### src/hdl/psds_pkg.sv
// package for the power setpoint dac search block
// types, widths and codes shared by the config, step and top modules; no dependencies
`timescale 1ns / 1ps

package psds_pkg;

  // default widths of the code and power registers
  localparam int CODE_WIDTH_DEF  = 16;
  localparam int POWER_WIDTH_DEF = 16;

  // fixed field and register widths
  localparam int KIND_W     = 2;
  localparam int FIELD_W    = 16;
  localparam int OUTCOME_W  = 2;
  localparam int HITS_W     = 16;
  localparam int ELAPSED_W  = 32;
  localparam int REQ_W      = 16;
  localparam int LIMIT_W    = 16;
  localparam int TIMEOUT_W  = 32;
  localparam int THR_W      = 16;
  localparam int STEP_W     = 16;
  localparam int WIN_W      = 15;
  localparam int CFG_IDX_W  = 3;
  localparam int CFG_DATA_W = 32;

  // register reset values
  localparam logic [REQ_W-1:0]     REQ_RST     = 16'd8;
  localparam logic [LIMIT_W-1:0]   LIMIT_RST   = 16'd4095;
  localparam logic [TIMEOUT_W-1:0] TIMEOUT_RST = 32'd5000;
  localparam logic [THR_W-1:0]     THR_RST     = 16'd10;
  localparam logic [STEP_W-1:0]    COARSE_RST  = 16'd16;
  localparam logic [STEP_W-1:0]    FINE_RST    = 16'd1;
  localparam logic [WIN_W-1:0]     WIN_RST     = 15'd2;

  typedef enum logic [KIND_W-1:0] {
    KIND_START  = 2'd0,
    KIND_SAMPLE = 2'd1,
    KIND_TICK   = 2'd2
  } kind_e;

  typedef enum logic [OUTCOME_W-1:0] {
    OUT_REGULATE = 2'd0,
    OUT_REACHED  = 2'd1,
    OUT_TIMEOUT  = 2'd2,
    OUT_FAIL     = 2'd3
  } outcome_e;

  typedef enum logic [CFG_IDX_W-1:0] {
    CFG_REQ_IN_WIN  = 3'd0,
    CFG_PROBE_LIMIT = 3'd1,
    CFG_TIMEOUT     = 3'd2,
    CFG_COARSE_THR  = 3'd3,
    CFG_COARSE_STEP = 3'd4,
    CFG_FINE_STEP   = 3'd5,
    CFG_WIN_HALF    = 3'd6
  } cfg_idx_e;

  typedef struct packed {
    logic [REQ_W-1:0]     req_in_win;
    logic [LIMIT_W-1:0]   probe_limit;
    logic [TIMEOUT_W-1:0] timeout_ticks;
    logic [THR_W-1:0]     coarse_thr;
    logic [STEP_W-1:0]    coarse_step;
    logic [STEP_W-1:0]    fine_step;
    logic [WIN_W-1:0]     win_half;
  } cfg_t;

  // search control state
  typedef struct packed {
    logic                 running;
    logic                 first_sample;
    logic [HITS_W-1:0]    hits;
    logic [ELAPSED_W-1:0] elapsed;
  } cnt_t;

  // per-request result control
  typedef struct packed {
    logic     emit;
    outcome_e outcome;
  } res_t;

endpackage

### src/hdl/psds_cfg.sv
// configuration register file of the power setpoint dac search block
// depends on psds_pkg
`timescale 1ns / 1ps

module psds_cfg (
  input  logic                             clk_i,
  input  logic                             rst_ni,
  input  logic                             cfg_we_i,
  input  logic [psds_pkg::CFG_IDX_W-1:0]   cfg_index_i,
  input  logic [psds_pkg::CFG_DATA_W-1:0]  cfg_wdata_i,
  output psds_pkg::cfg_t                   cfg_o
);

  psds_pkg::cfg_t cfg_q, cfg_d;

  always_comb begin
    cfg_d = cfg_q;
    if (cfg_we_i) begin
      unique case (psds_pkg::cfg_idx_e'(cfg_index_i))
        psds_pkg::CFG_REQ_IN_WIN:  cfg_d.req_in_win    = cfg_wdata_i[psds_pkg::REQ_W-1:0];
        psds_pkg::CFG_PROBE_LIMIT: cfg_d.probe_limit   = cfg_wdata_i[psds_pkg::LIMIT_W-1:0];
        psds_pkg::CFG_TIMEOUT:     cfg_d.timeout_ticks = cfg_wdata_i[psds_pkg::TIMEOUT_W-1:0];
        psds_pkg::CFG_COARSE_THR:  cfg_d.coarse_thr    = cfg_wdata_i[psds_pkg::THR_W-1:0];
        psds_pkg::CFG_COARSE_STEP: cfg_d.coarse_step   = cfg_wdata_i[psds_pkg::STEP_W-1:0];
        psds_pkg::CFG_FINE_STEP:   cfg_d.fine_step     = cfg_wdata_i[psds_pkg::STEP_W-1:0];
        psds_pkg::CFG_WIN_HALF:    cfg_d.win_half      = cfg_wdata_i[psds_pkg::WIN_W-1:0];
        default: ; // unknown index, write dropped
      endcase
    end
  end

  always_ff @(posedge clk_i or negedge rst_ni) begin
    if (!rst_ni) begin
      cfg_q.req_in_win    <= psds_pkg::REQ_RST;
      cfg_q.probe_limit   <= psds_pkg::LIMIT_RST;
      cfg_q.timeout_ticks <= psds_pkg::TIMEOUT_RST;
      cfg_q.coarse_thr    <= psds_pkg::THR_RST;
      cfg_q.coarse_step   <= psds_pkg::COARSE_RST;
      cfg_q.fine_step     <= psds_pkg::FINE_RST;
      cfg_q.win_half      <= psds_pkg::WIN_RST;
    end else begin
      cfg_q <= cfg_d;
    end
  end

  assign cfg_o = cfg_q;

endmodule

### src/hdl/psds_step.sv
// next-state and result logic for one request of the dac search
// depends on psds_pkg
`timescale 1ns / 1ps

module psds_step #(
  parameter int CODE_WIDTH  = psds_pkg::CODE_WIDTH_DEF,
  parameter int POWER_WIDTH = psds_pkg::POWER_WIDTH_DEF
) (
  input  logic [psds_pkg::KIND_W-1:0]   kind_i,
  input  logic [psds_pkg::FIELD_W-1:0]  initial_code_i,
  input  logic [psds_pkg::FIELD_W-1:0]  target_power_i,
  input  logic [psds_pkg::FIELD_W-1:0]  measured_power_i,
  input  logic [CODE_WIDTH-1:0]         code_q_i,
  input  logic [POWER_WIDTH-1:0]        target_q_i,
  input  psds_pkg::cnt_t                cnt_q_i,
  input  psds_pkg::cfg_t                cfg_i,
  output logic [CODE_WIDTH-1:0]         code_d_o,
  output logic [POWER_WIDTH-1:0]        target_d_o,
  output psds_pkg::cnt_t                cnt_d_o,
  output psds_pkg::res_t                res_o
);

  // error width covers the power range and the window width plus sign
  localparam int EW  = ((POWER_WIDTH > psds_pkg::WIN_W) ? POWER_WIDTH : psds_pkg::WIN_W) + 2;
  localparam int CXW = (CODE_WIDTH > psds_pkg::FIELD_W) ? CODE_WIDTH : psds_pkg::FIELD_W;

  logic signed [POWER_WIDTH-1:0] p_s, t_s;
  logic signed [EW-1:0]          diff, mag;
  logic                          in_win, coarse, below, above;
  logic [psds_pkg::STEP_W-1:0]   inc;
  logic [CXW-1:0]                code_up, code_dn;
  logic [psds_pkg::HITS_W-1:0]   hits_new;
  logic                          reached, fail, timeout;

  assign p_s  = POWER_WIDTH'(measured_power_i);
  assign t_s  = target_q_i;
  assign diff = EW'(p_s) - EW'(t_s);
  assign mag  = diff[EW-1] ? -diff : diff;

  // window test is |p - target| <= w
  assign in_win = (mag <= $signed(EW'(cfg_i.win_half)));
  assign coarse = (mag >  $signed(EW'(cfg_i.coarse_thr)));
  assign below  = diff[EW-1];
  assign above  = !diff[EW-1] && (diff != '0);

  assign inc     = coarse ? cfg_i.coarse_step : cfg_i.fine_step;
  assign code_up = CXW'(code_q_i) + CXW'(inc);
  assign code_dn = CXW'(code_q_i) - CXW'(inc);

  always_comb begin
    hits_new = cnt_q_i.hits;
    if (!cnt_q_i.first_sample && in_win && (cnt_q_i.hits != '1)) begin
      hits_new = cnt_q_i.hits + 1'b1;
    end
  end

  assign reached = (hits_new >= cfg_i.req_in_win);
  assign fail    = (CXW'(code_q_i) >= CXW'(cfg_i.probe_limit));
  assign timeout = (cnt_q_i.elapsed > cfg_i.timeout_ticks);

  always_comb begin
    code_d_o    = code_q_i;
    target_d_o  = target_q_i;
    cnt_d_o     = cnt_q_i;
    res_o.emit    = 1'b0;
    res_o.outcome = psds_pkg::OUT_REGULATE;
    unique case (psds_pkg::kind_e'(kind_i))
      psds_pkg::KIND_START: begin
        code_d_o             = CODE_WIDTH'(initial_code_i);
        target_d_o           = POWER_WIDTH'(target_power_i);
        cnt_d_o.running      = 1'b1;
        cnt_d_o.first_sample = 1'b1;
        cnt_d_o.hits         = '0;
        cnt_d_o.elapsed      = '0;
        res_o.emit           = 1'b1;
      end
      psds_pkg::KIND_TICK: begin
        if (cnt_q_i.running && (cnt_q_i.elapsed != '1)) begin
          cnt_d_o.elapsed = cnt_q_i.elapsed + 1'b1;
        end
      end
      psds_pkg::KIND_SAMPLE: begin
        if (cnt_q_i.running) begin
          cnt_d_o.first_sample = 1'b0;
          cnt_d_o.hits         = hits_new;
          res_o.emit           = 1'b1;
          if (reached) begin
            cnt_d_o.running = 1'b0;
            res_o.outcome   = psds_pkg::OUT_REACHED;
          end else if (fail) begin
            cnt_d_o.running = 1'b0;
            res_o.outcome   = psds_pkg::OUT_FAIL;
          end else if (timeout) begin
            cnt_d_o.running = 1'b0;
            res_o.outcome   = psds_pkg::OUT_TIMEOUT;
          end else if (below) begin
            code_d_o = CODE_WIDTH'(code_up);
          end else if (above) begin
            code_d_o = CODE_WIDTH'(code_dn);
          end
        end
      end
      default: ; // unused kind, no result
    endcase
  end

endmodule

### src/hdl/power_setpoint_dac_search.sv
// a request taken into the input register has its result written into the result register
// throughput: one request per cycle unless the result channel stalls; the search state is updated
// in one pass of psds_step between the input register and the result register
// reset: asynchronous active low; search idle, counters and code cleared, registers to defaults
// depends on psds_pkg, psds_cfg and psds_step
`timescale 1ns / 1ps

module power_setpoint_dac_search #(
  parameter int CODE_WIDTH  = psds_pkg::CODE_WIDTH_DEF,
  parameter int POWER_WIDTH = psds_pkg::POWER_WIDTH_DEF
) (
  input  logic                               clk_i,
  input  logic                               rst_ni,
  // configuration write port
  input  logic                               cfg_we_i,
  input  logic [psds_pkg::CFG_IDX_W-1:0]     cfg_index_i,
  input  logic [psds_pkg::CFG_DATA_W-1:0]    cfg_wdata_i,
  // request channel
  input  logic                               in_valid_i,
  output logic                               in_ready_o,
  input  logic [psds_pkg::KIND_W-1:0]        kind_i,
  input  logic [psds_pkg::FIELD_W-1:0]       initial_code_i,
  input  logic signed [psds_pkg::FIELD_W-1:0] target_power_i,
  input  logic signed [psds_pkg::FIELD_W-1:0] measured_power_i,
  // result channel
  output logic                               out_valid_o,
  input  logic                               out_ready_i,
  output logic [psds_pkg::FIELD_W-1:0]       dac_code_o,
  output logic [psds_pkg::OUTCOME_W-1:0]     outcome_o,
  output logic [psds_pkg::FIELD_W-1:0]       in_window_count_o,
  output logic [psds_pkg::FIELD_W-1:0]       elapsed_ms_o
);

  psds_pkg::cfg_t cfg;

  // input register
  logic                           in_vld_q;
  logic [psds_pkg::KIND_W-1:0]    kind_q;
  logic [psds_pkg::FIELD_W-1:0]   init_code_q, target_in_q, power_in_q;

  // search state
  logic [CODE_WIDTH-1:0]  code_q, code_d;
  logic [POWER_WIDTH-1:0] target_q, target_d;
  psds_pkg::cnt_t         cnt_q, cnt_d;
  psds_pkg::res_t         res;

  // result register
  logic                            out_vld_q;
  logic [psds_pkg::FIELD_W-1:0]    dac_q, hits_q, elapsed_q;
  logic [psds_pkg::OUTCOME_W-1:0]  outcome_q;

  logic out_free, s1_fire, in_fire;

  // result slot free when empty or being taken this cycle
  assign out_free   = !out_vld_q || out_ready_i;
  // the held request is processed once its result has somewhere to go
  assign s1_fire    = in_vld_q && out_free;
  assign in_ready_o = !in_vld_q || out_free;
  assign in_fire    = in_valid_i && in_ready_o;

  psds_cfg u_cfg (
    .clk_i       (clk_i),
    .rst_ni      (rst_ni),
    .cfg_we_i    (cfg_we_i),
    .cfg_index_i (cfg_index_i),
    .cfg_wdata_i (cfg_wdata_i),
    .cfg_o       (cfg)
  );

  psds_step #(
    .CODE_WIDTH  (CODE_WIDTH),
    .POWER_WIDTH (POWER_WIDTH)
  ) u_step (
    .kind_i           (kind_q),
    .initial_code_i   (init_code_q),
    .target_power_i   (target_in_q),
    .measured_power_i (power_in_q),
    .code_q_i         (code_q),
    .target_q_i       (target_q),
    .cnt_q_i          (cnt_q),
    .cfg_i            (cfg),
    .code_d_o         (code_d),
    .target_d_o       (target_d),
    .cnt_d_o          (cnt_d),
    .res_o            (res)
  );

  // input register: valid bit
  always_ff @(posedge clk_i or negedge rst_ni) begin
    if (!rst_ni) begin
      in_vld_q <= 1'b0;
    end else if (in_ready_o) begin
      in_vld_q <= in_valid_i;
    end
  end

  // input register: payload
  always_ff @(posedge clk_i) begin
    if (in_fire) begin
      kind_q      <= kind_i;
      init_code_q <= initial_code_i;
      target_in_q <= target_power_i;
      power_in_q  <= measured_power_i;
    end
  end

  // search state, only moves when the held request is processed
  always_ff @(posedge clk_i or negedge rst_ni) begin
    if (!rst_ni) begin
      code_q   <= '0;
      target_q <= '0;
      cnt_q    <= '0;
    end else if (s1_fire) begin
      code_q   <= code_d;
      target_q <= target_d;
      cnt_q    <= cnt_d;
    end
  end

  // result register: valid bit
  always_ff @(posedge clk_i or negedge rst_ni) begin
    if (!rst_ni) begin
      out_vld_q <= 1'b0;
    end else if (out_free) begin
      out_vld_q <= s1_fire && res.emit;
    end
  end

  // result register: payload taken from the updated state
  always_ff @(posedge clk_i) begin
    if (s1_fire && res.emit) begin
      dac_q     <= psds_pkg::FIELD_W'(code_d);
      outcome_q <= res.outcome;
      hits_q    <= cnt_d.hits;
      elapsed_q <= cnt_d.elapsed[psds_pkg::FIELD_W-1:0];
    end
  end

  assign out_valid_o       = out_vld_q;
  assign dac_code_o        = dac_q;
  assign outcome_o         = outcome_q;
  assign in_window_count_o = hits_q;
  assign elapsed_ms_o      = elapsed_q;

endmodule

### config.mk
export PLATFORM = sky130hd
export DESIGN_NAME = power_setpoint_dac_search
export DESIGN_NICKNAME = d
export VERILOG_FILES = /design/src/hdl/psds_pkg.sv /design/src/hdl/psds_cfg.sv /design/src/hdl/psds_step.sv /design/src/hdl/power_setpoint_dac_search.sv
export SDC_FILE = /design/constraint.sdc
export NUM_CORES = 1
export LEC_CHECK = 0
export BUFFER_PORTS_ARGS = -buffer_cell sky130_fd_sc_hd__buf_2
export CAP_MARGIN = 20
export CORE_ASPECT_RATIO = 0.8
export CORE_UTILIZATION = 45
export CTS_BUF_LIST = sky130_fd_sc_hd__clkbuf_8
export DETAILED_ROUTE_END_ITERATION = 16
export PLACE_DENSITY = 0.67
export SLEW_MARGIN = 20
export SYNTH_ARGS = -nofsm -noshare
export SYNTH_HDL_FRONTEND = slang
export SYNTH_SLANG_ARGS = --single-unit
### constraint.sdc
create_clock -name clk_i -period 13.64 [get_ports clk_i]
set_input_delay 1.364 -clock clk_i [delete_from_list [all_inputs] [get_ports clk_i]]
set_output_delay 1.364 -clock clk_i [all_outputs]
set_load 0.005 [all_outputs]
Word level (Yosys, flattened, before mapping)
Cells that the tools add are included. Widths: inputs -> output; s select.

Word-level logic and storage cells: 103. Bits in registers: 311. Bits of input ports: 90. Output and inout bits: 52.

Mux-type cells: 22. Eq/ne operators: 12. Add/sub/neg operators: 6. Bitwise gates (word level): 2. Reduce and logical (&&, ||, !) cells: 31. Magnitude comparators: 5.

Operator list (number): $mux 16 (8); $pmux 32 s2 (1); $mux 18 (2); $pmux 18 s2 (1); $add 32x1->32 const B (1); $ge 16x16->1 (2); $gt 32x32->1 (1); $mux 32 (1); $ne 32x32->1 const B (1); $pmux 16 s2 (1); $reduce_and 2->1 (10); $gt 18x17->1 (1); $le 18x16->1 (1); $neg 18->18 (1); $reduce_bool 18->1 (1); $sub 16x16->17 (1); $add 16x1->16 const B (1); $add 16x16->16 (1); $ne 16x16->1 const B (1); $sub 16x16->16 (1); $eq 3x3->1 const B (3); $logic_and 1x1->1 (7); $eq 3x2->1 const B (2); $mux 2 (3); other kinds (16) (25).

Depth between registers and ports, before layout
Depth after elaboration: 13. Mapped depth: 41. Gate-level depth less buffers: 35.

Modules after synthesis
A second synthesis with hierarchy kept.

Cells, all modules: 1730. Area, all modules: 18809.3 um^2.

By module, submodules not included: psds_step (area an instance 7684.9 um^2, cells each 1170, seq. area each 0.0 um^2, instances 1); power_setpoint_dac_search (area an instance 6217.2 um^2, cells each 283, seq. area each 5104.9 um^2, instances 1); psds_cfg (area an instance 4907.2 um^2, cells each 277, seq. area each 3206.8 um^2, instances 1).

Worst setup path before layout
OpenSTA, ideal clock, no wires.

Kind: flip-flop to flip-flop. From: register power_in_q[11] (netlist bit). To: register code_q[14]. Required time: 13.515 ns. Library setup time: 0.125 ns. Path slack: 5.147 ns. Stages on the path, launching flop included: 36. Period minus slack after synthesis: 8.493 ns. Buffers on the path: 5. Arrival time: 8.369 ns. Cell sequence: edfxtp_1 > ha_1 > buf_6 > a21o_1 > a311o_1 > or2_1 > o21ba_2 > and2_4 > o31ai_1 > buf_2 > buf_2 > clkbuf_1 > o21ai_0 > xnor2_1 > ha_1 > nand2_1 > or2_2 > nor4_1 > nor2_1 > o31a_1 > a41oi_2 > clkbuf_1 > mux2_2 > ha_1 > fa_1 > a21o_1 > a21o_1 > a21o_1 > o311ai_0 > a21oi_1 > o41a_1 > a31oi_1 > and2_1 > o311a_1 > a211oi_1 > mux2_2.

Word-level cells in the longest chain between the ends: 13. Elaborated cells on any way between the ends: 22. Those cells by class: 4 x add/sub; 3 x order compare; 10 x mux; 5 x reduce/logical.

Ends and longest elaborated chain: start, declared (RTL line power_setpoint_dac_search.sv:39) `logic [psds_pkg::FIELD_W-1:0] init_code_q, target_in_q, power_in_q;`; start signal, assigned (RTL line power_setpoint_dac_search.sv:103) `power_in_q <= measured_power_i;`; $sub 16x16->17 (*) (RTL line psds_step.sv:37) `assign diff = EW'(p_s) - EW'(t_s);`; $neg 18->18 (RTL line psds_step.sv:38) `assign mag = diff[EW-1] ? -diff : diff;`; $mux 18 (RTL line psds_step.sv:38); $gt 18x17->1 (RTL line psds_step.sv:42) `assign coarse = (mag > $signed(EW'(cfg_i.coarse_thr)));`; $mux 16 (RTL line psds_step.sv:46) `assign inc = coarse ? cfg_i.coarse_step : cfg_i.fine_step;`; $sub 16x16->16 (RTL line psds_step.sv:48) `assign code_dn = CXW'(code_q_i) - CXW'(inc);`; $mux 16 (RTL line psds_step.sv:98) `end else if (above) begin`; $mux 16 (RTL line psds_step.sv:96) `end else if (below) begin`; $mux 16 (RTL line psds_step.sv:93) `end else if (timeout) begin`; $mux 16 (RTL line psds_step.sv:90) `end else if (fail) begin`; $mux 16 (*) (RTL line psds_step.sv:87) `if (reached) begin`; $mux 16 (*) (RTL line psds_step.sv:83) `if (cnt_q_i.running) begin`; $pmux 16 s2 (*) (RTL line psds_step.sv:67) `unique case (psds_pkg::kind_e'(kind_i))`; named net code_d[14] (RTL line power_setpoint_dac_search.sv:42) `logic [CODE_WIDTH-1:0] code_q, code_d;`; end signal, assigned (RTL line power_setpoint_dac_search.sv:114) `code_q <= code_d;`; end, declared (RTL line power_setpoint_dac_search.sv:42).

The timed path passes the listed nets; every way through them passes the cells marked *. A chain may end at the register's enable or synchronous reset.

Worst setup path after layout
From: register power_in_q[11] (netlist bit). To: register code_q[6].

The elaborated chain is that of the path after synthesis.

==> summary.md <==
| Metric | Value |
|---|---|
| DRC Markers | `0` |
| Slew @ Worst Pin | `1.082 ns` |
| Sequential area share after synthesis | `0.4457` |
| Cell taking the most area after synthesis | `dfrtp_1` |
| Slowest stage cell, crit path | `a2111oi_4` |
| CP endpoint | `code_q[6]` |
| CP arrival | `9.88 ns` |
| Post-Synth Simple-Gate Area | `0.1432` |
| Crit-path leading delay family | `compound AO/OA/AOI/OAI gates` |
| Global route overflow | `0` |
| Vias in the first global route | `14060` |
| Final Skew | `0.04313 ns` |
| CTS Buffer Depth | `3` |
| CTS Sinks | `311` |
| EDFF count, synth | `100` |
| Register Area | `8312 sq um` |
| PD cells | `220.0 nW/um^2` |
| Worst skew pair latency | `0.64 ns` |
| Netlist cell types | `96` |
| Mapped Nets | `2122` |
| F_max | `0.1075 GHz` |
| Die H | `184.1 um` |
| Synth Area in XOR/XNOR | `0.03012` |
| Fill count | `3688` |
| Syn avg cell area | `9.914 sq um` |
| Postcts setup bufs | `0` |
| Crit-path max FO | `31` |
| Leak pwr | `9.416 nW` |
| Ys async rst share | `0.6785` |
| Die area | `42270 sq um` |
| RSZ-0062 raised after global routing | `no` |
| Total wire length | `49.14 mm` |
| Nets | `2255` |
| TritonCTS clock tree | `built` |
| Placer congestion estimate | `0.9143` |
| Top_reg_cell synth | `dfrtp_1` |
| Die X | `229.6 um` |
| FF+latch count, synth | `311` |
| Drt first pass iters | `5` |
| First-pass GRT wire length | `77.03 mm` |
| Final Slew Violations | `0` |
| Max incr delay on CP | `0.62 ns` |
| Cell Rows | `66` |
| Top-area cell type share of the netlist area | `0.2523` |
| Startpoint Class | `flop` |
| Post-detail-place hpwl | `35.35 mm` |
| Top cells by area, synth | `dfrtp_1 25%, edfxtp_1 16%, ha_1 9.9%` |
| Total CTS buffers | `52` |
| Kind of critical path | `reg2reg` |
| All-Layer GR Usage | `0.2321` |
| Sum of negative setup slack | `0 ns` |
| Internal reg-to-reg setup slack | `4.34 ns` |
| Cell mode on critical path | `a21o_1` |
| Worst Path Buf+Inv | `2` |
| WL/cell | `18.89 um` |
| Fin. Hold Viols | `0` |
| Synth Area in Compound Gates | `0.1666` |
| Final worst-path cycle share | `0.6821` |
| Required time worst endpoint | `14.21 ns` |
| Number of port buffers | `141` |
| Initial antenna violation count | `1` |
| Clock transition at path regs | `0.06 ns` |
| Diode count | `0` |
| Max Cap Viol | `0` |
| Adder-cell share of the synthesized area | `0.1025` |
| HP Class | `reg2reg` |
| Share of layout cells above drive strength 1 | `0.1953` |
| Commonest non-fill, non-tap cell in the layout | `nand2_1` |
| Post-route ant nets | `0` |
| CORE AREA | `40710 sq um` |
| Proportion of synthesized area in mux cells | `0.05830` |
| Reg2reg start | `power_in_q[11]` |
| Slew headroom | `0.2768` |
| CP Launch Point | `power_in_q[11]` |
| Most frequent cells in the layout | `207 x nand2_1, 188 x dfrtp_1, 185 x inv_1, 148 x o21ai_0, 148 x ha_1` |
| Total Power | `4.615 mW` |
| Via count | `14610` |
| Element type at the critical path end | `flop` |
| Register-to-Register Path Depth | `35` |
| Final min period | `9.304 ns` |
| Vias/cell | `5.616` |
| Initial Utilization | `0.4581` |
| Largest net degree at the start of global routing | `74` |
| Synth warnings | `0` |
| Largest family of logic cells by synthesized area | `compound AO/OA/AOI/OAI gates` |
| Boundary Pins | `142` |
| Synthesized instance count | `1881` |
| # H-tree levels | `2` |
| Final setup violation count | `0` |
| Root Driver | `clkbuf_8` |
| Worst vdd rail ir drop | `0.1305 mV` |
| Crit path depth | `35` |
| Status | `complete, no violations` |
| Area Overhead vs Synth | `12.50%` |
| RR Endpoint | `code_q[6]` |
| Synthesized cell area | `18650 sq um` |
| Initial DRC Count | `1187` |
| Post-CTS sizing | `0` |
| Hold buffers post-CTS | `0` |
| Multi-input gate area | `9384 sq um` |
-- state kept, by name, indices dropped and copies added, names as in the netlist --
| register | cells |
|---|---|
| elapsed_ms_o | 16 |
| init_code_q | 16 |
| kind_q | 2 |
| outcome_o | 2 |
| power_in_q | 16 |
| in_vld_q | 1 |
| target_q | 16 |
| in_window_count_o | 16 |
| target_in_q | 16 |
| u_cfg.cfg_o | 127 |
| out_valid_o | 1 |
| code_q | 16 |
| cnt_q | 50 |
| dac_code_o | 16 |
-- cell usage after synthesis, drive strengths merged (16+ instances only) --
cell,number
a21o,40
o21ai,150
nor3,42
mux2,93
a21oi,87
dfstp,23
ha,148
inv,168
and3,26
nor2,105
and2,16
nand3,43
xnor2,41
nand2b,18
xor2,21
clkbuf,69
a31oi,20
nand2,207
dfrtp,188
edfxtp,100
nand4,21
buf,17
-- cell type report --
type                            count  share of cell area
Multi-Input combinational cell   1316              0.4473
Sequential cell                   311              0.3962
Timing Repair Buffer              165             0.04413
Clock buffer                       54             0.03542
Tap cell                          544             0.03244
Inverter                          168             0.03006
Clock inverter                     44             0.01449
-- metal layers --
| layer | vias up | GRT usage | part of all wire |
|---|---|---|---|
| met1 | 7078 | 0.3357 | 0.48 |
| met2 | 448 | 0.3572 | 0.44 |
| li1 | 7021 | - | - |
| met5 | - | 0 | 0 |
| met3 | 67 | 0.04265 | 0.066 |
| met4 | 0 | 0.05840 | 0.018 |
-- cell families after synthesis --
| kind of cell | count (synthesis) |
|---|---|
| AOI/OAI and AO/OA | 461 |
| and+or+nand+nor | 545 |
| xor gates and xnor gates | 62 |
| muxes | 97 |
| adders and majority gates | 151 |
| DFF | 311 |
| buffers and inverters | 254 |
-- worst min-delay path by stage --
stage / depth (start not counted) / slack [ns] / startpoint / endpoint
finish: 2 / 0.45 / target_in_q[12] / target_q[12]
detailed placement: 2 / 0.44 / target_in_q[3] / target_q[3]
global placement: 2 / 0.43 / target_in_q[5] / target_q[5]
CTS: 2 / 0.46 / target_in_q[12] / target_q[12]
floorplan: 2 / 0.43 / target_in_q[10] / target_q[10]
global route: 2 / 0.48 / target_in_q[12] / target_q[12]
-- through the flow --
stage,cell area (sq um),util,setup WS (ns),hold WS (ns),std cells
final,20980,0.5153,4.336,0.4540,2602
after global routing,20980,0.5153,3.573,0.4768,2602
after CTS,20930,0.5141,4.084,0.4591,2598
after detailed placement,19880,0.4884,4.174,0.4427,2500
after global placement,19860,0.4879,4.428,0.4342,2499
after floorplan,18650,-,5.147,0.4260,1881
-- report_power, final --
part | leakage, nW | total (mW) | internal (mW) | switching [mW]
logic | 5.27 | 2.49 | 1.00 | 1.49
clock network | 0.607 | 0.844 | 0.447 | 0.397
registers | 3.54 | 1.28 | 1.15 | 0.133
-- tightest hold or removal path: cells and delay by family (launching register included) --
family	cells	cell delay (ns)
DFF	1	0.32
and+or+nand+nor	1	0.04
AOI/OAI and AO/OA	1	0.06
No activity file was read; power rests on OpenSTA's default activity.
